## src/design/cau_div_lane.sv

```systemverilog
// ----------------------------------------------------------------------------
// cau_div_lane
// Pipelined restoring divider, one quotient bit per stage after the first, overflow to 2^W.
// ----------------------------------------------------------------------------
`default_nettype none

module cau_div_lane #(
  parameter int W      = 16,
  parameter int F      = 8,
  parameter int SIDE_W = 1
) (
  input  wire logic              clk,
  input  wire logic              rst_n,
  input  wire logic              en,
  input  wire logic              valid_i,
  input  wire logic [2*W-1:0]    num_i,
  input  wire logic [2*W-1:0]    den_i,
  input  wire logic [SIDE_W-1:0] side_i,
  output logic                   valid_o,
  output logic [W:0]             quot_o,
  output logic [SIDE_W-1:0]      side_o
);

  localparam int RW = 2 * W + F;
  localparam int CW = 3 * W + F;
  localparam int NS = W + 1;

  logic [NS-1:0]     v_r;
  logic [RW-1:0]     rem_r  [NS];
  logic [2*W-1:0]    den_r  [NS];
  logic [W-1:0]      q_r    [NS];
  logic              ovf_r  [NS];
  logic [SIDE_W-1:0] side_r [NS];

  logic [RW-1:0] num_sh;
  logic          ovf0;

  // quotient of 2^W or more saturates anyway
  assign num_sh = RW'(num_i) << F;
  assign ovf0   = CW'(num_sh) >= (CW'(den_i) << W);

  always_ff @(posedge clk) begin
    if (!rst_n) begin
      v_r <= '0;
    end else if (en) begin
      v_r <= {v_r[NS-2:0], valid_i};
    end
  end

  always_ff @(posedge clk) begin
    if (en) begin
      rem_r[0]  <= num_sh;
      den_r[0]  <= den_i;
      q_r[0]    <= '0;
      ovf_r[0]  <= ovf0;
      side_r[0] <= side_i;
    end
  end

  for (genvar j = 1; j < NS; j++) begin : g_stage
    localparam int K = W - j;
    logic [CW-1:0] dsh;
    logic          ge;
    logic [RW-1:0] rem_nxt;
    logic [W-1:0]  q_nxt;

    always_comb begin
      dsh     = CW'(den_r[j-1]) << K;
      ge      = CW'(rem_r[j-1]) >= dsh;
      rem_nxt = ge ? (rem_r[j-1] - dsh[RW-1:0]) : rem_r[j-1];
      q_nxt   = q_r[j-1];
      q_nxt[K] = ge;
    end

    always_ff @(posedge clk) begin
      if (en) begin
        rem_r[j]  <= rem_nxt;
        den_r[j]  <= den_r[j-1];
        q_r[j]    <= q_nxt;
        ovf_r[j]  <= ovf_r[j-1];
        side_r[j] <= side_r[j-1];
      end
    end
  end

  assign valid_o = v_r[NS-1];
  assign quot_o  = ovf_r[NS-1] ? ((W+1)'(1) << W) : {1'b0, q_r[NS-1]};
  assign side_o  = side_r[NS-1];

endmodule

`default_nettype wire

```

## config.mk

```make
export PLATFORM = sky130hd
export DESIGN_NAME = cau_div_lane
export DESIGN_NICKNAME = d
export VERILOG_FILES = /design/src/design/cau_div_lane.sv
export SDC_FILE = /design/constraint.sdc
export NUM_CORES = 2
export LEC_CHECK = 0
export BUFFER_PORTS_ARGS = -buffer_cell sky130_fd_sc_hd__buf_2
export CORE_ASPECT_RATIO = 1.1
export CORE_MARGIN = 2
export CORE_UTILIZATION = 25
export DETAILED_ROUTE_END_ITERATION = 12
export HOLD_SLACK_MARGIN = 0.08
export PLACE_DENSITY_LB_ADDON = 0.2
export SLEW_MARGIN = 5
export SYNTH_ARGS = -nofsm -noshare
export SYNTH_HDL_FRONTEND = slang
export SYNTH_SLANG_ARGS = --single-unit
```

## constraint.sdc

```tcl
create_clock -name clk -period 3.85 [get_ports clk]
set_input_delay 0.385 -clock clk [delete_from_list [all_inputs] [get_ports clk]]
set_output_delay 0.385 -clock clk [all_outputs]
set_load 0.005 [all_outputs]
```

==> reports/results.tsv <==
stage	metric	value	unit
status	status	finished clean	
die	rows	201	
cells_and_area	synthToLayoutAreaGrowth	18.9	%
sta	finalMaxSlewViolations	0	
drt	via_per_inst	4.40	
setup_path	required	4.38	ns
job	drv_cap	0	
cells_and_area	drive_gt1_share	12.3	%
die	die_width	503	um
cells_and_area	finalNonFillerCells	10200	
setup_path	max_stage_delay	0.46	ns
clocking	clk_path_buf_depth	3	
setup_path	worstPathMaxFanout	16	
setup_path	crit_type	reg2reg	
logic_synthesis	synth_flop_cell	edfxtp_1	
global_route	antenna_found_initial	1	
placed_design	place_congestion	0.950	
power_and_ir_drop	peakVddDrop	459	uV
global_route	gr-total-overflow	0	
sta	tightest_slew	0.998	ns
die	ioPinCount	88	
setup_path	cp-start-kind	flip-flop	
logic_synthesis	syn_avg_cell_area	11.4	um^2
logic_synthesis	synthTopCellsByArea	edfxtp_1 (54%), ha_1 (9.3%), a21oi_1 (3.6%)	
global_route	grt_pass1_vias	47700	
setup_path	end_kind	flip-flop	
drt	drtPass1Iterations	7	
logic_synthesis	yosysTopAreaCellShare	53.6	%
sta	fin_crit_sh	97.4	%
sta	finalCriticalPeriod	3.75	ns
sta	hold_viol	0	
sta	fin_tns_setup	0	ns
min_path	holdCritPathClass	in2reg	
logic_synthesis	netlist_area	68400	um^2
sta	skew	0.0321	ns
power_and_ir_drop	p_per_area	604	nW/um^2
logic_synthesis	seq_area_frac_synth	54.1	%
drt	vias	45000	
clocking	cts_root_buffer	clkbuf_16	
cells_and_area	final_nets	7043	
die	die_h	553	um
die	design.die.area	278000	um^2
logic_synthesis	ys_ff_latch	1239	
logic_synthesis	synth.net_count	6585	
logic_synthesis	yosysTopAreaCell	edfxtp_1	
drt	drtAntennaViolNets	0	
clocking	cts.sinks	1239	
global_route	track_usage	11.0	%
placed_design	dp.cells	9862	
setup_path	critPathArrivalTime	4.27	ns
sta	max-slew-margin-rel	33.4	%
logic_synthesis	synth_cell_types	87	
global_route	grt_start_max_net_pins	104	
clocking	cts_tree	built	
setup_path	crit_chain	ha_1 -> fa_1 -> nor2b_2 -> o31ai_4 -> a21oi_1 -> o21ai_2 -> o41ai_2 -> buf_4 -> nand2_1 -> a31oi_2 -> a21o_1 -> buf_12 -> mux2_2	
setup_path	cp_slowest_cell	o41ai_2	
global_route	grt_pass1_wl	246	mm
clocking	cts_buffers	155	
clocking	htreeDepth	4	
sta	fmax	267	MHz
cells_and_area	final_cell_mix	edfxtp_1 (1222), inv_1 (600), ha_1 (505), a21oi_1 (486), nand2_1 (385)	
logic_synthesis	ys_warn_count	0	
die	initial_core_util	25.1	%
cells_and_area	final_common_cell	edfxtp_1	
logic_synthesis	synth_edf_count	1222	
sta	final-setup-viol-count	0	
placed_design	hpwl	118	mm
logic_synthesis	async_reset_ff_share	0	%
power_and_ir_drop	p_leak	32.7	nW
clocking	clk_pin_slew	0.06	ns
clocking	clock_latency	0.80	ns
drt	drt_iter0_drc	1834	
die	core-area	272000	um^2
placed_design	numPortBuffers	87	
logic_synthesis	syn_inst	5994	
drt	wl	155	mm
drt	route.detailed.drc	0	
drt	wl_per_cell	15.2	um
==> report_power, final <==
group / internal [W] / leakage (nW) / total, W / switching, W
Combinational: 0.00730 / 18.3 / 0.0162 / 0.00886
Sequential: 0.0178 / 12.1 / 0.0190 / 0.00117
Clock: 0.00831 / 2.38 / 0.0140 / 0.00573
Total: 0.0334 / 32.7 / 0.0492 / 0.0158
==> critical path, delay by kind of cell, from the launching register on <==
kind	cells	cell delay, ns
buffers and inverters	2	0.36
AO/OA/AOI/OAI	6	1.40
AND/OR/NAND/NOR	2	0.29
multiplexers	1	0.35
adder cells (fa/ha/maj)	2	0.68
flip-flops	1	0.41
==> flip-flops by register name (all words and copies together) (netlist names) <==
signal	flops
den_r	512
ovf_r	17
q_r	136
rem_r	540
side_r	17
v_r	17
==> cell usage after synthesis, drive strengths merged, types with 25 or more instances <==
cell type,n
and3,40
a31oi,55
and2,28
a21o,247
nand4,75
nor2b,101
nor2,328
mux2,161
edfxtp,1222
clkbuf,105
buf,30
o21a,59
ha,507
a211oi,28
nor3,80
o21ai,386
a21oi,494
or3,26
xnor2,239
mux2i,30
nand2,385
nand2b,66
nor4,31
o21bai,48
inv,601
o31ai,43
o31a,25
xor2,173
nand3,97
==> logic make-up (layout without fill, tap and decap cells) <==
logic type,after synthesis,count (layout),synth area share [%]
mux,191,191,3.09
simple gates,1335,1335,9.44
compound gates,1559,1559,14.3
fa+ha+maj,522,522,9.71
other cells,0,1,0
flops,1239,1239,54.1
buf+inv,736,1316,4.12
xor+xnor,412,412,5.27
==> metrics by stage <==
stage | worst slack [ns] | cell area [um^2] | utilization, % | hold WS, ns | total power, W
5_1_grt | -0.0278 | 81400 | 29.9 | 0.253 | 0.0525
3_5_place_dp | -0.120 | 75400 | 27.7 | 0.405 | 0.0352
4_1_cts | 0.0224 | 81000 | 29.7 | 0.217 | 0.0498
6_report | 0.100 | 81400 | 29.9 | 0.306 | 0.0492
2_1_floorplan | 0.424 | 68400 | - | 0.400 | 0.0303
3_3_place_gp | -0.110 | 75400 | 27.7 | 0.402 | 0.0351
==> what timing repair did <==
| action | 4_1_cts | 5_1_grt |
|---|---|---|
| pin swaps | 1 | 12 |
| cloned | 0 | 6 |
| setup endpoints to repair | 40 | 154 |
| endpoints found under the hold margin | 84 | 0 |
| gates resized for setup | 4 | 44 |
| hold buffers | 69 | 0 |
| setup buffers | 1 | 11 |
==> cell type report <==
class                   count  area, um^2
fillers                 27500      191000
flip-flops and latches   1239       37000
multi-input cells        4019       28800
clock inverters            85         845
diodes                      1        2.50
inverters                 601        2260
repair buffers            436        3760
well taps                3654        4570
clock buffers             194        4070
==> per-layer routing <==
layer | up-vias | wire [um] | track usage (%)
met5 | - | 0 | 0
met3 | 445 | 4400 | 1.74
li1 | 22900 | - | -
met1 | 20900 | 59200 | 11.1
met2 | 757 | 81400 | 20.7
met4 | 0 | 10200 | 7.07
==> final timing paths <==
kind	slack, ns	endpoint	startpoint	cells after the start
setup / recovery	0.10	rem_r[0][221]	den_r[0][128]	13
hold / removal	0.31	rem_r[0][36]	num_i[28]	2
setup reg to reg	0.10	rem_r[0][221]	den_r[0][128]	13
hold reg to reg	0.41	q_r[0][238]	q_r[0][222]	0
No activity file was read; power rests on OpenSTA's default activity.
