[src/design/cau_pkg.sv]
// ----------------------------------------------------------------------------
// cau_pkg
// Operation and status codes and shared types of the complex arithmetic unit.
// ----------------------------------------------------------------------------
`default_nettype none

package cau_pkg;

  localparam int ACTION_W = 3;
  localparam int STATUS_W = 2;

  typedef logic [ACTION_W-1:0] action_t;
  typedef logic [STATUS_W-1:0] status_t;

  localparam action_t OP_ADD = 3'd0;
  localparam action_t OP_SUB = 3'd1;
  localparam action_t OP_MUL = 3'd2;
  localparam action_t OP_DIV = 3'd3;

  localparam status_t ST_OK    = 2'd0;
  localparam status_t ST_SAT   = 2'd1;
  localparam status_t ST_DIV0  = 2'd2;
  localparam status_t ST_BADOP = 2'd3;

  // control that travels beside the data through the divider stages
  typedef struct packed {
    action_t op;
    logic    div0;
  } cau_ctl_t;

endpackage

`default_nettype wire

[src/design/cau_front.sv]
// ----------------------------------------------------------------------------
// cau_front
// Three stages: products and sums, per-operation combine, sign/magnitude split.
// ----------------------------------------------------------------------------
`default_nettype none

module cau_front
  import cau_pkg::*;
#(
  parameter int W = 16,
  parameter int F = 8
) (
  input  wire logic                 clk,
  input  wire logic                 rst_n,
  input  wire logic                 en,
  input  wire logic                 valid_i,
  input  wire logic signed [W-1:0]  ar_i,
  input  wire logic signed [W-1:0]  ai_i,
  input  wire logic signed [W-1:0]  br_i,
  input  wire logic signed [W-1:0]  bi_i,
  input  wire action_t              op_i,
  output logic                      valid_o,
  output cau_ctl_t                  ctl_o,
  output logic                      neg_r_o,
  output logic                      neg_i_o,
  output logic [2*W-1:0]            num_r_o,
  output logic [2*W-1:0]            num_i_o,
  output logic [W:0]                pass_r_o,
  output logic [W:0]                pass_i_o,
  output logic [2*W-1:0]            den_o
);

  localparam int PW = 2 * W;
  localparam int SW = 2 * W + 1;
  localparam logic [PW-1:0] PASS_MAX = PW'(1) << W;

  logic [2:0] v_r;

  // stage 1
  logic signed [PW-1:0] arbr_r, aibi_r, arbi_r, aibr_r, brbr_r, bibi_r;
  logic signed [W:0]    sr_r, si_r;
  action_t              op1_r;

  // stage 2
  logic signed [SW-1:0] valr_r, vali_r, valr_nxt, vali_nxt;
  logic [PW-1:0]        den2_r;
  action_t              op2_r;

  // stage 3 comb
  logic          negr, negi;
  logic [SW-1:0] absr, absi;
  logic [PW-1:0] magr, magi, pmagr, pmagi;

  always_ff @(posedge clk) begin
    if (!rst_n) begin
      v_r <= '0;
    end else if (en) begin
      v_r <= {v_r[1:0], valid_i};
    end
  end

  always_ff @(posedge clk) begin
    if (en) begin
      arbr_r <= ar_i * br_i;
      aibi_r <= ai_i * bi_i;
      arbi_r <= ar_i * bi_i;
      aibr_r <= ai_i * br_i;
      brbr_r <= br_i * br_i;
      bibi_r <= bi_i * bi_i;
      sr_r   <= (op_i == OP_SUB) ? ((W+1)'(ar_i) - (W+1)'(br_i))
                                 : ((W+1)'(ar_i) + (W+1)'(br_i));
      si_r   <= (op_i == OP_SUB) ? ((W+1)'(ai_i) - (W+1)'(bi_i))
                                 : ((W+1)'(ai_i) + (W+1)'(bi_i));
      op1_r  <= op_i;
    end
  end

  always_comb begin
    unique case (op1_r)
      OP_ADD, OP_SUB: begin
        valr_nxt = SW'(sr_r);
        vali_nxt = SW'(si_r);
      end
      OP_MUL: begin
        valr_nxt = SW'(arbr_r) - SW'(aibi_r);
        vali_nxt = SW'(arbi_r) + SW'(aibr_r);
      end
      OP_DIV: begin
        valr_nxt = SW'(arbr_r) + SW'(aibi_r);
        vali_nxt = SW'(aibr_r) - SW'(arbi_r);
      end
      default: begin
        valr_nxt = '0;
        vali_nxt = '0;
      end
    endcase
  end

  always_ff @(posedge clk) begin
    if (en) begin
      valr_r <= valr_nxt;
      vali_r <= vali_nxt;
      den2_r <= unsigned'(brbr_r) + unsigned'(bibi_r);
      op2_r  <= op1_r;
    end
  end

  // magnitudes reach at most 2^(2W-1), so 2W bits hold them
  always_comb begin
    negr  = valr_r[SW-1];
    negi  = vali_r[SW-1];
    absr  = negr ? unsigned'(-valr_r) : unsigned'(valr_r);
    absi  = negi ? unsigned'(-vali_r) : unsigned'(vali_r);
    magr  = absr[PW-1:0];
    magi  = absi[PW-1:0];
    // multiply drops fraction bits toward zero
    pmagr = (op2_r == OP_MUL) ? (magr >> F) : magr;
    pmagi = (op2_r == OP_MUL) ? (magi >> F) : magi;
  end

  always_ff @(posedge clk) begin
    if (en) begin
      neg_r_o     <= negr;
      neg_i_o     <= negi;
      num_r_o     <= magr;
      num_i_o     <= magi;
      pass_r_o    <= (pmagr > PASS_MAX) ? PASS_MAX[W:0] : pmagr[W:0];
      pass_i_o    <= (pmagi > PASS_MAX) ? PASS_MAX[W:0] : pmagi[W:0];
      den_o       <= den2_r;
      ctl_o.op    <= op2_r;
      ctl_o.div0  <= (den2_r == '0);
    end
  end

  assign valid_o = v_r[2];

endmodule

`default_nettype wire

[config.mk]
export PLATFORM = sky130hd
export DESIGN_NAME = cau_front
export DESIGN_NICKNAME = d
export VERILOG_FILES = /design/src/design/cau_pkg.sv /design/src/design/cau_front.sv
export SDC_FILE = /design/constraint.sdc
export NUM_CORES = 2
export LEC_CHECK = 0
export ABC_AREA = 1
export ABC_CLOCK_PERIOD_IN_PS = 8980
export CAP_MARGIN = 40
export CORE_AREA = 5 5 442 553
export CTS_BUF_LIST = sky130_fd_sc_hd__clkbuf_2
export DETAILED_ROUTE_END_ITERATION = 8
export DIE_AREA = 0 0 447 558
export DONT_BUFFER_PORTS = 1
export SLEW_MARGIN = 20
export SYNTH_ARGS = -nofsm -noshare
export SYNTH_HDL_FRONTEND = slang
export SYNTH_SLANG_ARGS = --single-unit
[constraint.sdc]
create_clock -name clk -period 8.98 [get_ports clk]
set_input_delay 1.347 -clock clk [delete_from_list [all_inputs] [get_ports clk]]
set_output_delay 1.347 -clock clk [all_outputs]
set_load 0.01 [all_outputs]
==> qor.csv <==
stage;metric;value;unit
die;die span in y;558;microns
worst_setup_path;Reg-to-Reg Start;op1_r[2];
yosys;Post-Syn Nets;12400;
clocking;total CTS buffers;135;
routing;DR WL/cell;19.5;microns
yosys;Synth top area share;35.6;%
timing;fin crit period;5.87;ns
global_route;global-route wire length before repair;406;mm
die;num ports;208;
final_layout;FF+latch area;14000;sq um
timing;unrepaired setup endpoints after global routing;false;
final_layout;cell area after layout;90100;sq um
yosys;EDFF count, synth;464;
timing;final setup fails;0;
worst_setup_path;Critical Path Fanout Max;48;
global_route;antenna violations before repair;8;
yosys;Primary FF master, synth;edfxtp_1;
worst_setup_path;startpoint types;input port;
final_layout;Largest regs;vali_r x33, valr_r x33;
worst_setup_path;Worst path most repeated cell;fa_1;
routing;antenna-violating nets left;0;
routing;via count;64700;
clocking;CTS tree;done;
clocking;clock sinks;467;
hold_path;Hold EP;sr_r[8];
global_route;largest net degree at the start of global routing;214;
worst_setup_path;crit-path leading delay family;adder cells;
timing;Final Cycle Share;65.4;%
worst_setup_path;CP arrival;7.10;ns
yosys;async set or reset register ratio after synthesis;0;%
timing;Max Clk Rate;0.170;GHz
placement;RD Place Congestion;0.933;
routing;# DRC;0;
routing;Initial DRC Count;4063;
worst_setup_path;max incr delay on CP;0.90;ns
timing;setup TNS;0;ns
timing;Max-slew headroom;23.8;%
yosys;syn avg cell area;8.44;sq um
placement;Detailed Place HPWL;199;mm
final_layout;Final nets;12200;
yosys;Yosys warnings;0;
yosys;post-synthesis cell type count;56;
routing;Initial DRT Pass Iterations;6;
die;die width;447;microns
yosys;top-count cell post-synth;inv_1;
worst_setup_path;Required @ worst endpoint;10.21;ns
final_layout;layout cells sized above 1;3.30;%
yosys;Commonest cells post-synth;inv_1, nand2_1, fa_1;
final_layout;non-filler cells, final;13300;
yosys;Synth area leader;fa_1;
worst_setup_path;R2R setup slack;4.28;ns
clocking;Hold Buf Count CTS;30;
final_layout;Multi-input gate area;59700;sq um
worst_setup_path;CP Buf/Inv Count;3;
timing;Slew @ Worst Pin;1.14;ns
die;core area;239000;sq um
final_layout;fill cell count;24300;
placement;DP Worst Slack;1.36;ns
clocking;Max Buffers Root-to-Sink;3;
clocking;Post-CTS Setup Inserts;0;
yosys;cell count after synthesis;10100;
global_route;GRT overflow;0;
yosys;ranking of synthesized cells by area;fa_1, edfxtp_1, inv_1;
clocking;H-tree depth;4;
worst_setup_path;Worst R2R Path Depth;20;
timing;worst setup margin;3.11;ns
clocking;Root Driver;clkbuf_2;
hold_path;min-delay src;ar_i[8];
routing;final WL;258;mm
die;# rows;201;
hold_path;hold crit path type;in -> reg;
timing;Slew Limit Fails;0;
timing;clock skew;0.133;ns
worst_setup_path;critical-path cell list;nand2_1 -> inv_1 -> fa_1 -> fa_1 -> fa_1 -> fa_1 -> fa_1 -> inv_1 -> fa_1 -> inv_1 -> ha_1 -> nand2_1 -> nor4_1 -> o211ai_1 -> nand3_1 -> a21oi_1 -> xor2_1;
placement;Inst Count DP;13000;
worst_setup_path;critical path class;in -> reg;
routing;vias per inst;4.88;
outcome;status;finished clean;
die;die area;249000;sq um
timing;Final Hold Violating Endpoints;0;
clocking;Worst-Skew Late Latency;1.61;ns
yosys;FF+latch count, synth;467;
job;Max-Cap Viols;0;
placement;Cell Area, Placed;88300;sq um
die;Initial Utilization;35.8;%
yosys;register area share after synthesis;16.4;%
worst_setup_path;crit path capture type;flop;
clocking;post-CTS sizing;0;
placement;Port Buffers;0;
yosys;Syn Std Cell Area;85400;sq um
worst_setup_path;Reg-to-Reg End;vali_r[32];
global_route;global-route usage over all layers;21.1;%
final_layout;Layout area overhead;5.51;%
worst_setup_path;slowest CP cell;fa_1;
global_route;vias in the first global route;70700;
clocking;clock transition at the registers of the reported paths;0.10;ns
hold_path;Min-Delay Path Depth;2;
==> worst reg2reg max path, stage by stage, from the launching register on <==
cell,delay (ns)
edfxtp_1,0.47
nor2_2,0.13
buf_4,0.34
nand2_1,0.09
buf_4,0.26
inv_1,0.17
buf_4,0.26
or2_2,0.16
nand2_1,0.09
a21oi_1,0.29
o21a_1,0.21
xor2_1,0.39
ha_1,0.39
a21oi_1,0.22
o21ai_0,0.14
a22oi_1,0.16
o211ai_1,0.12
a21oi_1,0.13
nand2_1,0.12
o21ai_0,0.23
nand2_1,0.07
==> metal layers <==
layer	global-route usage, %	vias to the layer above	share of wire [%]
li1	-	29900	-
met1	25.2	32200	39
met2	36.0	2063	48
met3	4.24	518	6.8
met4	11.1	0	6.0
met5	0	-	0
==> stage by stage <==
| step | hold slack [ns] | utilization [%] |
|---|---|---|
| after floorplan | 0.421 | - |
| after global placement | 0.437 | 37.0 |
| after detailed placement | 0.442 | 37.0 |
| after CTS | 0.00297 | 37.7 |
| after global routing | 0.0835 | 37.7 |
| final | 0.290 | 37.7 |
==> logic make-up (layout without fill, tap and decap cells) <==
kind of cell    count (synthesis)  count (layout)  synth area share (%)
compound gates                882             882                  5.85
xor+xnor                      420             420                  4.31
fa+ha+maj                    2168            2168                  45.1
buf+inv                      3097            3077                  13.7
flops                         467             467                  16.4
other cells                     0               6                     0
simple gates                 3084            3084                  14.7
==> worst max path at each step <==
stage	depth (start not counted)	endpoint	start	slack [ns]
2_1_floorplan	20	bibi_r[25]	bi_i[12]	1.86
3_3_place_gp	21	aibr_r[30]	br_i[15]	1.50
3_5_place_dp	21	aibr_r[30]	br_i[15]	1.36
4_1_cts	21	aibr_r[30]	br_i[15]	3.25
5_1_grt	17	arbr_r[28]	br_i[1]	3.09
6_report	17	arbr_r[28]	br_i[1]	3.11
==> placed cells by master, fill, tap and decap left out, drive strengths merged, types with 6 or more instances in the layout <==
cell type	Yosys	layout
inv	2780	2786
nand2	2155	2155
fa	1518	1518
ha	650	650
nor2	512	512
edfxtp	464	464
a21oi	376	376
o21ai	288	288
xor2	254	254
nand3	231	231
clkbuf	223	174
xnor2	166	166
nor3	62	62
nand4	51	51
clkinv	2	51
a21o	43	43
buf	92	34
a31oi	30	30
o21bai	30	30
nor4	28	28
o21a	27	27
dlygate4sd3	0	25
a21boi	22	22
nand3b	18	18
or2	17	17
o211ai	13	13
o31ai	9	9
a211oi	8	8
a221oi	7	7
o221ai	7	7
diode	0	6
a31o	6	6
==> cell type report <==
cell class | count | share of cell area (%)
multi-input cells | 6554 | 66.3
clock inverters | 62 | 0.489
diodes | 6 | 0.0167
flip-flops and latches | 467 | 15.5
clock buffers | 174 | 0.967
well taps | 3146 | 4.37
inverters | 2782 | 11.6
repair buffers | 59 | 0.721
Power is not shown: default switching activity piles up to over one toggle a cycle in this logic, so the estimate is an artifact.
